[config.mk]
export PLATFORM = sky130hd
export DESIGN_NAME = rms_error_metric_unit
export DESIGN_NICKNAME = d
export VERILOG_FILES = /design/src/rmsem_pkg.sv /design/src/rmsem_fifo.sv /design/src/rmsem_front.sv /design/src/rmsem_back.sv /design/src/rms_error_metric_unit.sv
export VERILOG_INCLUDE_DIRS = /design/src /design/src/src
export SDC_FILE = /design/constraint.sdc
export NUM_CORES = 2
export LEC_CHECK = 0
export BUFFER_PORTS_ARGS = -buffer_cell sky130_fd_sc_hd__buf_4
export CAP_MARGIN = 5
export CORE_ASPECT_RATIO = 0.9
export CORE_MARGIN = 1.5
export CORE_UTILIZATION = 34
export CTS_BUF_LIST = sky130_fd_sc_hd__clkbuf_4
export DETAILED_ROUTE_END_ITERATION = 10
export PLACE_DENSITY_LB_ADDON = 0.08
export SYNTH_ARGS = -nofsm -noshare
export SYNTH_HDL_FRONTEND = slang
export SYNTH_SLANG_ARGS = --single-unit
[constraint.sdc]
create_clock -name clk -period 28.3 [get_ports clk]
set_input_delay 5.66 -clock clk [delete_from_list [all_inputs] [get_ports clk]]
set_output_delay 5.66 -clock clk [all_outputs]
set_load 0.005 [all_outputs]
[src/rms_error_metric_unit_macros.svh]
// ----------------------------------------------------------------------------
// rms error metric unit assertion macros
// shared same-cycle and next-cycle implication checks on the unit clock
// ----------------------------------------------------------------------------
`ifndef RMS_ERROR_METRIC_UNIT_MACROS_SVH
`define RMS_ERROR_METRIC_UNIT_MACROS_SVH

// same-cycle implication, disabled in reset
`define RMSEM_ASSERT_NOW(label, ante, cons) \
  label: assert property (@(posedge clk) disable iff (rst) (ante) |-> (cons)) \
    else $error("rmsem check failed");

// next-cycle implication, disabled in reset
`define RMSEM_ASSERT_NEXT(label, ante, cons) \
  label: assert property (@(posedge clk) disable iff (rst) (ante) |=> (cons)) \
    else $error("rmsem check failed");

`endif

[src/rmsem_pkg.sv]
// ----------------------------------------------------------------------------
// rmsem_pkg
// shared constants, codes and state type of the rms error metric unit
// ----------------------------------------------------------------------------
`default_nettype none

package rmsem_pkg;

  localparam int SAMPLE_BITS_DEF   = 16;
  localparam int COUNT_BITS_DEF    = 16;
  localparam int FRACTION_BITS_DEF = 16;

  localparam int VALUE_W  = 32;
  localparam int STATUS_W = 2;
  localparam int MODE_W   = 2;
  localparam int APB_DW   = 32;
  localparam int APB_AW   = 3;

  // register index of metric_mode
  localparam logic REG_MODE_IDX = 1'b0;

  localparam logic [MODE_W-1:0] MODE_PLAIN = 2'd0;
  localparam logic [MODE_W-1:0] MODE_NORM  = 2'd1;
  localparam logic [MODE_W-1:0] MODE_REL   = 2'd2;

  localparam logic [STATUS_W-1:0] STATUS_OK       = 2'd0;
  localparam logic [STATUS_W-1:0] STATUS_ZERO_REF = 2'd1;
  localparam logic [STATUS_W-1:0] STATUS_OVERFLOW = 2'd2;

  typedef enum logic [2:0] {
    BK_IDLE,
    BK_MUL_RR,
    BK_MUL_DEN,
    BK_DIV,
    BK_SQRT,
    BK_DONE
  } back_state_t;

endpackage

`default_nettype wire

[src/rmsem_fifo.sv]
// ----------------------------------------------------------------------------
// rmsem_fifo
// two-entry word queue with occupancy count
// ----------------------------------------------------------------------------
`default_nettype none

module rmsem_fifo #(
  parameter int DATA_W = 8
) (
  input  wire logic              clk,
  input  wire logic              rst,
  input  wire logic              wr_en,
  input  wire logic [DATA_W-1:0] wr_data,
  input  wire logic              rd_en,
  output logic      [DATA_W-1:0] rd_data,
  output logic                   empty,
  output logic                   full,
  output logic      [1:0]        count
);

  logic [DATA_W-1:0] mem [2];
  logic              wr_ptr;
  logic              rd_ptr;

  assign empty   = (count == 2'd0);
  assign full    = (count == 2'd2);
  assign rd_data = mem[rd_ptr];

  always_ff @(posedge clk) begin
    if (rst) begin
      wr_ptr <= 1'b0;
      rd_ptr <= 1'b0;
      count  <= 2'd0;
    end else begin
      if (wr_en && !full) begin
        wr_ptr <= ~wr_ptr;
      end
      if (rd_en && !empty) begin
        rd_ptr <= ~rd_ptr;
      end
      count <= count + 2'(wr_en && !full) - 2'(rd_en && !empty);
    end
  end

  always_ff @(posedge clk) begin
    if (wr_en && !full) begin
      mem[wr_ptr] <= wr_data;
    end
  end

endmodule

`default_nettype wire

[src/rmsem_front.sv]
// ----------------------------------------------------------------------------
// rmsem_front
// two-stage accumulator: squares and min/max, then running sums; emits a job
// ----------------------------------------------------------------------------
`default_nettype none

module rmsem_front #(
  parameter int SAMPLE_BITS = rmsem_pkg::SAMPLE_BITS_DEF,
  parameter int COUNT_BITS  = rmsem_pkg::COUNT_BITS_DEF,
  localparam int SUM_W      = 2 * SAMPLE_BITS + COUNT_BITS,
  localparam int ENERGY_W   = 2 * SAMPLE_BITS + COUNT_BITS - 1,
  localparam int CNT_W      = COUNT_BITS + 1,
  localparam int JOB_W      = rmsem_pkg::MODE_W + 1 + CNT_W + SAMPLE_BITS + ENERGY_W + SUM_W
) (
  input  wire logic                          clk,
  input  wire logic                          rst,
  input  wire logic                          accept,
  input  wire logic signed [SAMPLE_BITS-1:0] first_sample,
  input  wire logic signed [SAMPLE_BITS-1:0] second_sample,
  input  wire logic                          last_item,
  input  wire logic [rmsem_pkg::MODE_W-1:0]  metric_mode,
  output logic                               pend_last,
  output logic                               job_push,
  output logic [JOB_W-1:0]                   job_data
);

  localparam logic signed [SAMPLE_BITS-1:0] MAX_POS = {1'b0, {(SAMPLE_BITS-1){1'b1}}};
  localparam logic signed [SAMPLE_BITS-1:0] MIN_NEG = {1'b1, {(SAMPLE_BITS-1){1'b0}}};

  // set state
  logic signed [SAMPLE_BITS-1:0] smallest_second;
  logic signed [SAMPLE_BITS-1:0] largest_second;
  logic [CNT_W-1:0]              pair_count;
  logic                          count_overflowed;
  logic [SUM_W-1:0]              difference_sum;
  logic [ENERGY_W-1:0]           reference_energy;

  // stage registers
  logic                          p_valid;
  logic                          p_take;
  logic                          p_last;
  logic [2*SAMPLE_BITS-1:0]      p_sqd;
  logic [2*SAMPLE_BITS-1:0]      p_sqa;
  logic [SAMPLE_BITS-1:0]        p_range;
  logic [CNT_W-1:0]              p_count;
  logic                          p_ovf;
  logic [rmsem_pkg::MODE_W-1:0]  p_mode;

  logic                          take;
  logic signed [SAMPLE_BITS:0]   diff;
  logic [SAMPLE_BITS-1:0]        abs_d;
  logic [SAMPLE_BITS-1:0]        abs_a;
  logic signed [SAMPLE_BITS-1:0] smallest_next;
  logic signed [SAMPLE_BITS-1:0] largest_next;
  logic signed [SAMPLE_BITS:0]   range_wide;
  logic [CNT_W-1:0]              pair_count_next;
  logic                          count_overflowed_next;
  logic [SUM_W-1:0]              difference_sum_next;
  logic [ENERGY_W-1:0]           reference_energy_next;

  always_comb begin
    take  = !pair_count[CNT_W-1];
    diff  = (SAMPLE_BITS+1)'(first_sample) - (SAMPLE_BITS+1)'(second_sample);
    abs_d = diff[SAMPLE_BITS] ? SAMPLE_BITS'(-diff) : diff[SAMPLE_BITS-1:0];
    abs_a = first_sample[SAMPLE_BITS-1] ? SAMPLE_BITS'(-first_sample) : first_sample;
    smallest_next = (take && second_sample < smallest_second) ? second_sample
                                                              : smallest_second;
    largest_next  = (take && second_sample > largest_second) ? second_sample
                                                             : largest_second;
    range_wide    = (SAMPLE_BITS+1)'(largest_next) - (SAMPLE_BITS+1)'(smallest_next);
    pair_count_next       = take ? pair_count + CNT_W'(1) : pair_count;
    count_overflowed_next = count_overflowed | !take;
    difference_sum_next   = p_take ? difference_sum + SUM_W'(p_sqd) : difference_sum;
    reference_energy_next = p_take ? reference_energy + ENERGY_W'(p_sqa)
                                   : reference_energy;
  end

  always_ff @(posedge clk) begin
    if (rst) begin
      smallest_second  <= MAX_POS;
      largest_second   <= MIN_NEG;
      pair_count       <= '0;
      count_overflowed <= 1'b0;
      difference_sum   <= '0;
      reference_energy <= '0;
      p_valid          <= 1'b0;
    end else begin
      p_valid <= accept;
      if (accept) begin
        if (last_item) begin
          smallest_second  <= MAX_POS;
          largest_second   <= MIN_NEG;
          pair_count       <= '0;
          count_overflowed <= 1'b0;
        end else begin
          smallest_second  <= smallest_next;
          largest_second   <= largest_next;
          pair_count       <= pair_count_next;
          count_overflowed <= count_overflowed_next;
        end
      end
      if (p_valid) begin
        if (p_last) begin
          difference_sum   <= '0;
          reference_energy <= '0;
        end else begin
          difference_sum   <= difference_sum_next;
          reference_energy <= reference_energy_next;
        end
      end
    end
  end

  always_ff @(posedge clk) begin
    if (accept) begin
      p_take  <= take;
      p_last  <= last_item;
      p_sqd   <= abs_d * abs_d;
      p_sqa   <= abs_a * abs_a;
      p_range <= range_wide[SAMPLE_BITS-1:0];
      p_count <= pair_count_next;
      p_ovf   <= count_overflowed_next;
      p_mode  <= metric_mode;
    end
  end

  assign pend_last = p_valid && p_last;
  assign job_push  = p_valid && p_last;
  assign job_data  = {p_mode, p_ovf, p_count, p_range,
                      reference_energy_next, difference_sum_next};

endmodule

`default_nettype wire

[src/rmsem_back.sv]
// ----------------------------------------------------------------------------
// rmsem_back
// per-set finisher: denominator, restoring divide, digit-by-digit root
// ----------------------------------------------------------------------------
`default_nettype none

module rmsem_back #(
  parameter int SAMPLE_BITS   = rmsem_pkg::SAMPLE_BITS_DEF,
  parameter int COUNT_BITS    = rmsem_pkg::COUNT_BITS_DEF,
  parameter int FRACTION_BITS = rmsem_pkg::FRACTION_BITS_DEF,
  localparam int SUM_W    = 2 * SAMPLE_BITS + COUNT_BITS,
  localparam int ENERGY_W = 2 * SAMPLE_BITS + COUNT_BITS - 1,
  localparam int CNT_W    = COUNT_BITS + 1,
  localparam int JOB_W    = rmsem_pkg::MODE_W + 1 + CNT_W + SAMPLE_BITS + ENERGY_W + SUM_W,
  localparam int RES_W    = rmsem_pkg::STATUS_W + rmsem_pkg::VALUE_W
) (
  input  wire logic             clk,
  input  wire logic             rst,
  input  wire logic [JOB_W-1:0] job_data,
  input  wire logic             job_empty,
  output logic                  job_pop,
  input  wire logic             res_full,
  output logic                  res_push,
  output logic [RES_W-1:0]      res_data
);

  localparam int DEN_W  = SUM_W;
  localparam int NUM_W  = SUM_W + 2 * FRACTION_BITS;
  localparam int ROOT_W = (NUM_W + 1) / 2;
  localparam int OP_W   = 2 * ROOT_W;
  localparam int STEP_W = $clog2(NUM_W);
  localparam int RX_W   = (ROOT_W > rmsem_pkg::VALUE_W) ? ROOT_W : rmsem_pkg::VALUE_W + 1;

  rmsem_pkg::back_state_t state, state_next;

  logic [rmsem_pkg::MODE_W-1:0] j_mode;
  logic                         j_ovf;
  logic [CNT_W-1:0]             j_count;
  logic [SAMPLE_BITS-1:0]       j_range;
  logic [ENERGY_W-1:0]          j_energy;
  logic [SUM_W-1:0]             j_sum;

  assign {j_mode, j_ovf, j_count, j_range, j_energy, j_sum} = job_data;

  logic [CNT_W-1:0]              count;
  logic [SAMPLE_BITS-1:0]        range;
  logic [2*SAMPLE_BITS-1:0]      range_sq;
  logic [DEN_W-1:0]              den;
  logic [NUM_W-1:0]              num;
  logic [DEN_W-1:0]              rem_d;
  logic [OP_W-1:0]               op;
  logic [ROOT_W+1:0]             rem_s;
  logic [ROOT_W-1:0]             root;
  logic [STEP_W-1:0]             step;
  logic [rmsem_pkg::VALUE_W-1:0] value;
  logic [rmsem_pkg::STATUS_W-1:0] status;

  logic                 div_last;
  logic                 sqrt_last;
  logic [DEN_W:0]       rd_sh;
  logic                 rd_ge;
  logic [DEN_W:0]       rd_diff;
  logic [DEN_W-1:0]     rem_d_next;
  logic [NUM_W-1:0]     num_next;
  logic [ROOT_W+1:0]    rs_sh;
  logic [ROOT_W+1:0]    trial;
  logic                 rs_ge;
  logic [ROOT_W+1:0]    rem_s_next;
  logic [ROOT_W-1:0]    root_next;
  logic [RX_W-1:0]      root_x;
  logic [rmsem_pkg::VALUE_W-1:0] value_sat;

  always_comb begin
    div_last   = (step == STEP_W'(NUM_W - 1));
    sqrt_last  = (step == STEP_W'(ROOT_W - 1));
    rd_sh      = {rem_d, num[NUM_W-1]};
    rd_ge      = (rd_sh >= {1'b0, den});
    rd_diff    = rd_sh - {1'b0, den};
    rem_d_next = rd_ge ? rd_diff[DEN_W-1:0] : rd_sh[DEN_W-1:0];
    num_next   = {num[NUM_W-2:0], rd_ge};
    rs_sh      = {rem_s[ROOT_W-1:0], op[OP_W-1 -: 2]};
    trial      = {root, 2'b01};
    rs_ge      = (rs_sh >= trial);
    rem_s_next = rs_ge ? rs_sh - trial : rs_sh;
    root_next  = {root[ROOT_W-2:0], rs_ge};
    root_x     = RX_W'(root_next);
    // anything above 32 integer-plus-fraction bits saturates
    value_sat  = (|root_x[RX_W-1:rmsem_pkg::VALUE_W]) ? '1
                                                      : root_x[rmsem_pkg::VALUE_W-1:0];
  end

  // next state
  always_comb begin
    state_next = state;
    case (state)
      rmsem_pkg::BK_IDLE: begin
        if (!job_empty) begin
          if (j_ovf) begin
            state_next = rmsem_pkg::BK_DONE;
          end else if (j_mode == rmsem_pkg::MODE_NORM) begin
            state_next = (j_range == '0) ? rmsem_pkg::BK_DONE : rmsem_pkg::BK_MUL_RR;
          end else if (j_mode == rmsem_pkg::MODE_REL) begin
            state_next = (j_energy == '0) ? rmsem_pkg::BK_DONE : rmsem_pkg::BK_DIV;
          end else begin
            state_next = rmsem_pkg::BK_DIV;
          end
        end
      end
      rmsem_pkg::BK_MUL_RR:  state_next = rmsem_pkg::BK_MUL_DEN;
      rmsem_pkg::BK_MUL_DEN: state_next = rmsem_pkg::BK_DIV;
      rmsem_pkg::BK_DIV: begin
        if (div_last) begin
          state_next = rmsem_pkg::BK_SQRT;
        end
      end
      rmsem_pkg::BK_SQRT: begin
        if (sqrt_last) begin
          state_next = rmsem_pkg::BK_DONE;
        end
      end
      rmsem_pkg::BK_DONE: begin
        if (!res_full) begin
          state_next = rmsem_pkg::BK_IDLE;
        end
      end
      default: state_next = rmsem_pkg::BK_IDLE;
    endcase
  end

  // outputs
  always_comb begin
    job_pop  = 1'b0;
    res_push = 1'b0;
    case (state)
      rmsem_pkg::BK_IDLE: job_pop  = !job_empty;
      rmsem_pkg::BK_DONE: res_push = !res_full;
      default: begin
        job_pop  = 1'b0;
        res_push = 1'b0;
      end
    endcase
  end

  assign res_data = {status, value};

  always_ff @(posedge clk) begin
    if (rst) begin
      state <= rmsem_pkg::BK_IDLE;
    end else begin
      state <= state_next;
    end
  end

  always_ff @(posedge clk) begin
    case (state)
      rmsem_pkg::BK_IDLE: begin
        count <= j_count;
        range <= j_range;
        num   <= {j_sum, {(2*FRACTION_BITS){1'b0}}};
        rem_d <= '0;
        rem_s <= '0;
        root  <= '0;
        step  <= '0;
        value <= '0;
        den   <= (j_mode == rmsem_pkg::MODE_REL) ? DEN_W'(j_energy) : DEN_W'(j_count);
        if (j_ovf) begin
          status <= rmsem_pkg::STATUS_OVERFLOW;
        end else if (j_mode == rmsem_pkg::MODE_REL && j_energy == '0) begin
          status <= rmsem_pkg::STATUS_ZERO_REF;
        end else begin
          status <= rmsem_pkg::STATUS_OK;
        end
      end
      rmsem_pkg::BK_MUL_RR: begin
        range_sq <= range * range;
      end
      rmsem_pkg::BK_MUL_DEN: begin
        den <= DEN_W'(count * range_sq);
      end
      rmsem_pkg::BK_DIV: begin
        rem_d <= rem_d_next;
        num   <= num_next;
        step  <= div_last ? '0 : step + STEP_W'(1);
        if (div_last) begin
          op <= OP_W'(num_next);
        end
      end
      rmsem_pkg::BK_SQRT: begin
        rem_s <= rem_s_next;
        root  <= root_next;
        op    <= op << 2;
        step  <= step + STEP_W'(1);
        if (sqrt_last) begin
          value <= value_sat;
        end
      end
      default: begin
        step <= step;
      end
    endcase
  end

endmodule

`default_nettype wire

[src/rms_error_metric_unit.sv]
// rms error metric unit: one sample pair accepted per cycle while the set queue has room
// a set's word passes the accumulator stage, the set queue and the back end, which runs
//   the range-square and denominator multiply states first in normalized mode, then a
//   restoring divide of NUM_W = 2*SAMPLE_BITS + COUNT_BITS + 2*FRACTION_BITS bits (80 at
//   defaults) and a root of ROOT_W = NUM_W/2 rounded up (40) bits; it finishes one set
//   before the next; reset: synchronous rst clears control state and sums, not data regs at all
// ----------------------------------------------------------------------------
// rms_error_metric_unit
// root-mean-square error over sets of signed sample pairs, Q16.16 result
// ----------------------------------------------------------------------------
`default_nettype none
`include "rms_error_metric_unit_macros.svh"

module rms_error_metric_unit #(
  parameter int SAMPLE_BITS   = rmsem_pkg::SAMPLE_BITS_DEF,
  parameter int COUNT_BITS    = rmsem_pkg::COUNT_BITS_DEF,
  parameter int FRACTION_BITS = rmsem_pkg::FRACTION_BITS_DEF
) (
  input  wire logic                            clk,
  input  wire logic                            rst,
  // sample pair input queue side
  input  wire logic                            push,
  output logic                                 full,
  input  wire logic signed [SAMPLE_BITS-1:0]   first_sample,
  input  wire logic signed [SAMPLE_BITS-1:0]   second_sample,
  input  wire logic                            last_item,
  // result queue side
  output logic                                 empty,
  input  wire logic                            pop,
  output logic [rmsem_pkg::VALUE_W-1:0]        error_value,
  output logic [rmsem_pkg::STATUS_W-1:0]       status_code,
  // configuration port
  input  wire logic                            psel,
  input  wire logic                            penable,
  input  wire logic                            pwrite,
  input  wire logic [rmsem_pkg::APB_AW-1:0]    paddr,
  input  wire logic [rmsem_pkg::APB_DW-1:0]    pwdata,
  output logic [rmsem_pkg::APB_DW-1:0]         prdata,
  output logic                                 pready
);

  localparam int SUM_W    = 2 * SAMPLE_BITS + COUNT_BITS;
  localparam int ENERGY_W = 2 * SAMPLE_BITS + COUNT_BITS - 1;
  localparam int CNT_W    = COUNT_BITS + 1;
  localparam int JOB_W    = rmsem_pkg::MODE_W + 1 + CNT_W + SAMPLE_BITS + ENERGY_W + SUM_W;
  localparam int RES_W    = rmsem_pkg::STATUS_W + rmsem_pkg::VALUE_W;

  // configuration register, only metric_mode at index 0
  logic [rmsem_pkg::MODE_W-1:0] metric_mode;
  logic                         cfg_wr;
  logic                         reg_sel;

  assign pready  = 1'b1;
  assign reg_sel = (paddr[2] == rmsem_pkg::REG_MODE_IDX);
  assign cfg_wr  = psel && penable && pwrite && pready && reg_sel;
  assign prdata  = reg_sel ? rmsem_pkg::APB_DW'(metric_mode) : '0;

  always_ff @(posedge clk) begin
    if (rst) begin
      metric_mode <= rmsem_pkg::MODE_PLAIN;
    end else if (cfg_wr) begin
      metric_mode <= pwdata[rmsem_pkg::MODE_W-1:0];
    end
  end

  // front end: accumulator, runs one pair per cycle while the set queue has room
  logic             accept;
  logic             pend_last;
  logic             job_push;
  logic [JOB_W-1:0] job_wdata;

  // set queue between front and back
  logic [JOB_W-1:0] job_rdata;
  logic             job_empty;
  logic             job_full;
  logic [1:0]       job_count;
  logic             job_pop;

  // a last pair still in the accumulator stage holds a queue slot in advance
  assign full   = (3'(job_count) + 3'(pend_last)) >= 3'd2;
  assign accept = push && !full;

  rmsem_front #(
    .SAMPLE_BITS (SAMPLE_BITS),
    .COUNT_BITS  (COUNT_BITS)
  ) u_front (
    .clk           (clk),
    .rst           (rst),
    .accept        (accept),
    .first_sample  (first_sample),
    .second_sample (second_sample),
    .last_item     (last_item),
    .metric_mode   (metric_mode),
    .pend_last     (pend_last),
    .job_push      (job_push),
    .job_data      (job_wdata)
  );

  rmsem_fifo #(
    .DATA_W (JOB_W)
  ) u_job_q (
    .clk     (clk),
    .rst     (rst),
    .wr_en   (job_push),
    .wr_data (job_wdata),
    .rd_en   (job_pop),
    .rd_data (job_rdata),
    .empty   (job_empty),
    .full    (job_full),
    .count   (job_count)
  );

  // back end: denominator, divide and root for each finished set
  logic             res_push;
  logic [RES_W-1:0] res_wdata;
  logic [RES_W-1:0] res_rdata;
  logic             res_full;
  logic [1:0]       res_count;

  rmsem_back #(
    .SAMPLE_BITS   (SAMPLE_BITS),
    .COUNT_BITS    (COUNT_BITS),
    .FRACTION_BITS (FRACTION_BITS)
  ) u_back (
    .clk       (clk),
    .rst       (rst),
    .job_data  (job_rdata),
    .job_empty (job_empty),
    .job_pop   (job_pop),
    .res_full  (res_full),
    .res_push  (res_push),
    .res_data  (res_wdata)
  );

  // result queue, lets the back end start the next set while a word waits
  rmsem_fifo #(
    .DATA_W (RES_W)
  ) u_res_q (
    .clk     (clk),
    .rst     (rst),
    .wr_en   (res_push),
    .wr_data (res_wdata),
    .rd_en   (pop),
    .rd_data (res_rdata),
    .empty   (empty),
    .full    (res_full),
    .count   (res_count)
  );

  assign {status_code, error_value} = res_rdata;

  // checks
  `RMSEM_ASSERT_NOW(a_job_room, job_push, !job_full)
  `RMSEM_ASSERT_NOW(a_res_room, res_push, !res_full)
  `RMSEM_ASSERT_NOW(a_err_zero, !empty && status_code != rmsem_pkg::STATUS_OK,
    error_value == '0)
  `RMSEM_ASSERT_NOW(a_status_code, !empty,
    status_code <= rmsem_pkg::STATUS_OVERFLOW && res_count <= 2'd2)

endmodule

`default_nettype wire
==> results.sh <==
export IMPL_relSlewSlack=0.2409
export IMPL_syn_area_per_cell_um2=9.990
export IMPL_drv_slew=0
export IMPL_design_core_area_um2=261700
export IMPL_pin_count=144
export IMPL_routed_via_density=4.884
export IMPL_crit_arrival_ns=15.88
export IMPL_cp_start_kind="input port"
export IMPL_dp_hpwl_mm=176.1
export IMPL_drc=0
export IMPL_synthTopCellsByArea="edfxtp_1 (29%), fa_1 (21%), ha_1 (8.9%), inv_1 (5.9%), nand2_1 (5.0%)"
export IMPL_path_clk_slew_ns=0.07
export IMPL_period_needed_ns=15.08
export IMPL_critical_path_buf_inv_count=6
export IMPL_critPathKind="input port to register"
export IMPL_critPathCaptureType="register"
export IMPL_synth_flop_cell="edfxtp_1"
export IMPL_status="completed"
export IMPL_io_buffers=80
export IMPL_whs_path_depth=0
export IMPL_synth_cells=8964
export IMPL_fin_nets=10780
export IMPL_cp_max_fo=16
export IMPL_fin_setup_tns_ns=0
export IMPL_min_path_type="register to register"
export IMPL_cap_violations=0
export IMPL_cts_sinks=1032
export IMPL_ctsResizeCount=0
export IMPL_die_area_um2=266500
export IMPL_final_hold_violation_count=0
export IMPL_fin_crit_sh=0.5328
export IMPL_drtIter0Drc=3559
export IMPL_overflow=0
export IMPL_h_tree_depth=5
export IMPL_routabilityCongestion=0.8290
export IMPL_grt_max_degree=116
export IMPL_cts_max_path_buffers=4
export IMPL_cts_tree="built"
export IMPL_yosysSeqAreaShare=0.3281
export IMPL_crit_family="adder cells"
export IMPL_syn_area_um2=89550
export IMPL_yosys_area_top_type="edfxtp_1"
export IMPL_fill_cells=26280
export IMPL_ant_nets=0
export IMPL_design_area_um2=98040
export IMPL_die_height_um=489.9
export IMPL_place_area_um2=94230
export IMPL_ys_ff_latch=1032
export IMPL_grt_use_total=0.1792
export IMPL_ys_types=102
export IMPL_grt_pass1_wl_mm=375.3
export IMPL_finalWirelength_mm=237.3
export IMPL_cts_buffers_inserted=308
export IMPL_drive_gt1_frac=0.09955
export IMPL_async_reset_ff_frac=0
export IMPL_cp_required_ns=29.10
export IMPL_via_count=62830
export IMPL_clockRootBuffer="clkbuf_4"
export IMPL_crit_path_frequent_cell="fa_1"
export IMPL_antenna_found_initial=7
export IMPL_report_final_setup_viol=0
export IMPL_area_growth_pct=9.484
export IMPL_dr_pass1_iters=6
export IMPL_cts_hold_buffers=0
export IMPL_wl_per_cell_um=18.44
export IMPL_postCtsSetupRepairBufs=0
export IMPL_grt_pass1_vias=65340
export IMPL_insertion_delay_ns=1.19
export IMPL_cp_startpoint="first_sample[0]"
export IMPL_row_count=178
export IMPL_max_slew_worst_pin_slew_ns=1.135
export IMPL_initial_core_util=0.3422
export IMPL_crit_cells=33
export IMPL_synth_edf_count=871
export IMPL_clock_fmax_ghz=0.06632
export IMPL_hold_start="u_front.p_count[5]"
export IMPL_r2r_cells=23
export IMPL_dieWidth_um=544.0
export IMPL_ys_warn_count=0
export IMPL_clock_skew_ns=0.1545
export IMPL_synth_top_area_frac=0.2921
export IMPL_slowest_stage="a31oi_2"
export IMPL_r2r_start="u_back.count[8]"
export IMPL_rsz0062_at_grt="false"
export IMPL_slowest_delay_ns=0.75
[synthesized netlist by cell type (124+ instances only)]
master    count
a21o_1      166
a21oi_1     329
and2_1      254
clkbuf_1    317
dfxtp_1     161
edfxtp_1    871
fa_1        931
ha_1        636
inv_1      1399
mux2_2      125
nand2_1    1183
nand3_1     124
nor2_1      503
o21ai_0     281
xnor2_1     232
[cell usage in the layout (no fill, tap or decap), types with 232 or more instances in the layout]
cell      netlist  layout
nand2_1      1183    1180
a21oi_1       329     329
inv_1        1399    1399
nor2_1        503     496
xnor2_1       232     232
o21ai_0       281     279
clkbuf_4        0     443
and2_1        254     251
fa_1          931     931
edfxtp_1      871     871
ha_1          636     636
[state kept, by name, indices dropped and copies added, names as in the netlist, 3 cells and up, named ones only]
signal and count:
u_back.rem_d 48, u_front.pair_count 17, u_front.largest_second 16, u_back.step 7, u_back.den 48, u_back.range 16
u_front.difference_sum 48, u_back.state 3, u_front.p_range 16, u_back.range_sq 31, u_front.p_sqa 31, u_back.rem_s 40
u_front.reference_energy 47, u_back.count 17, u_front.p_count 17, u_res_q.mem 68, u_front.smallest_second 16, u_front.p_sqd 31
u_back.num 80, u_back.root 40, u_back.op 80, u_job_q.mem 262, u_back.value 32
[final timing paths]
check | endpoint | slack (ns)
min reg2reg | u_job_q.mem[1][116] | 0.38
max reg2reg | u_back.den[40] | 20.25
min | u_job_q.mem[1][116] | 0.38
max | u_front.p_sqd[31] | 13.22
[cells by family after synthesis]
family          share of synthesized area
compound gates                     0.1028
buf+inv                           0.07783
flops                              0.3281
mux                               0.02869
other cells                    0.00008387
simple gates                       0.1298
xor+xnor                          0.03570
fa+ha+maj                          0.2970
[through the flow]
step / std cells / hold slack (ns) / setup slack [ns] / util
final: 12860 / 0.3799 / 13.22 / 0.3747
after global routing: 12860 / 0.4192 / 12.80 / 0.3746
after CTS: 12860 / 0.3934 / 13.33 / 0.3746
after detailed placement: 12340 / 0.4304 / 12.08 / 0.3601
after global placement: 12340 / 0.4229 / 12.11 / 0.3601
after floorplan: 9012 / 0.4215 / 13.85 / -
[layout make-up]
cell class | count | area [um2] | share of cell area
multi-input combinational | 6165 | 53510 | 0.5458
sequential | 1032 | 29380 | 0.2997
inverter | 1422 | 5340 | 0.05447
tap | 3510 | 4392 | 0.04479
clock buffer | 443 | 3326 | 0.03392
timing repair buffer | 209 | 1598 | 0.01630
clock inverter | 81 | 484.2 | 0.004939
antenna | 2 | 5.005 | 0.00005105
[layer usage]
metal,up-vias,GRT usage,routed length (um)
li1,30240,-,-
met1,31120,0.2611,118600
met2,1161,0.2755,103000
met3,302,0.02686,10280
met4,2,0.04810,5356
met5,-,0.0005411,13
Power is left out: the tool's default activity adds up to more than one toggle a clock period on the data nets, which glitch-free logic cannot reach.
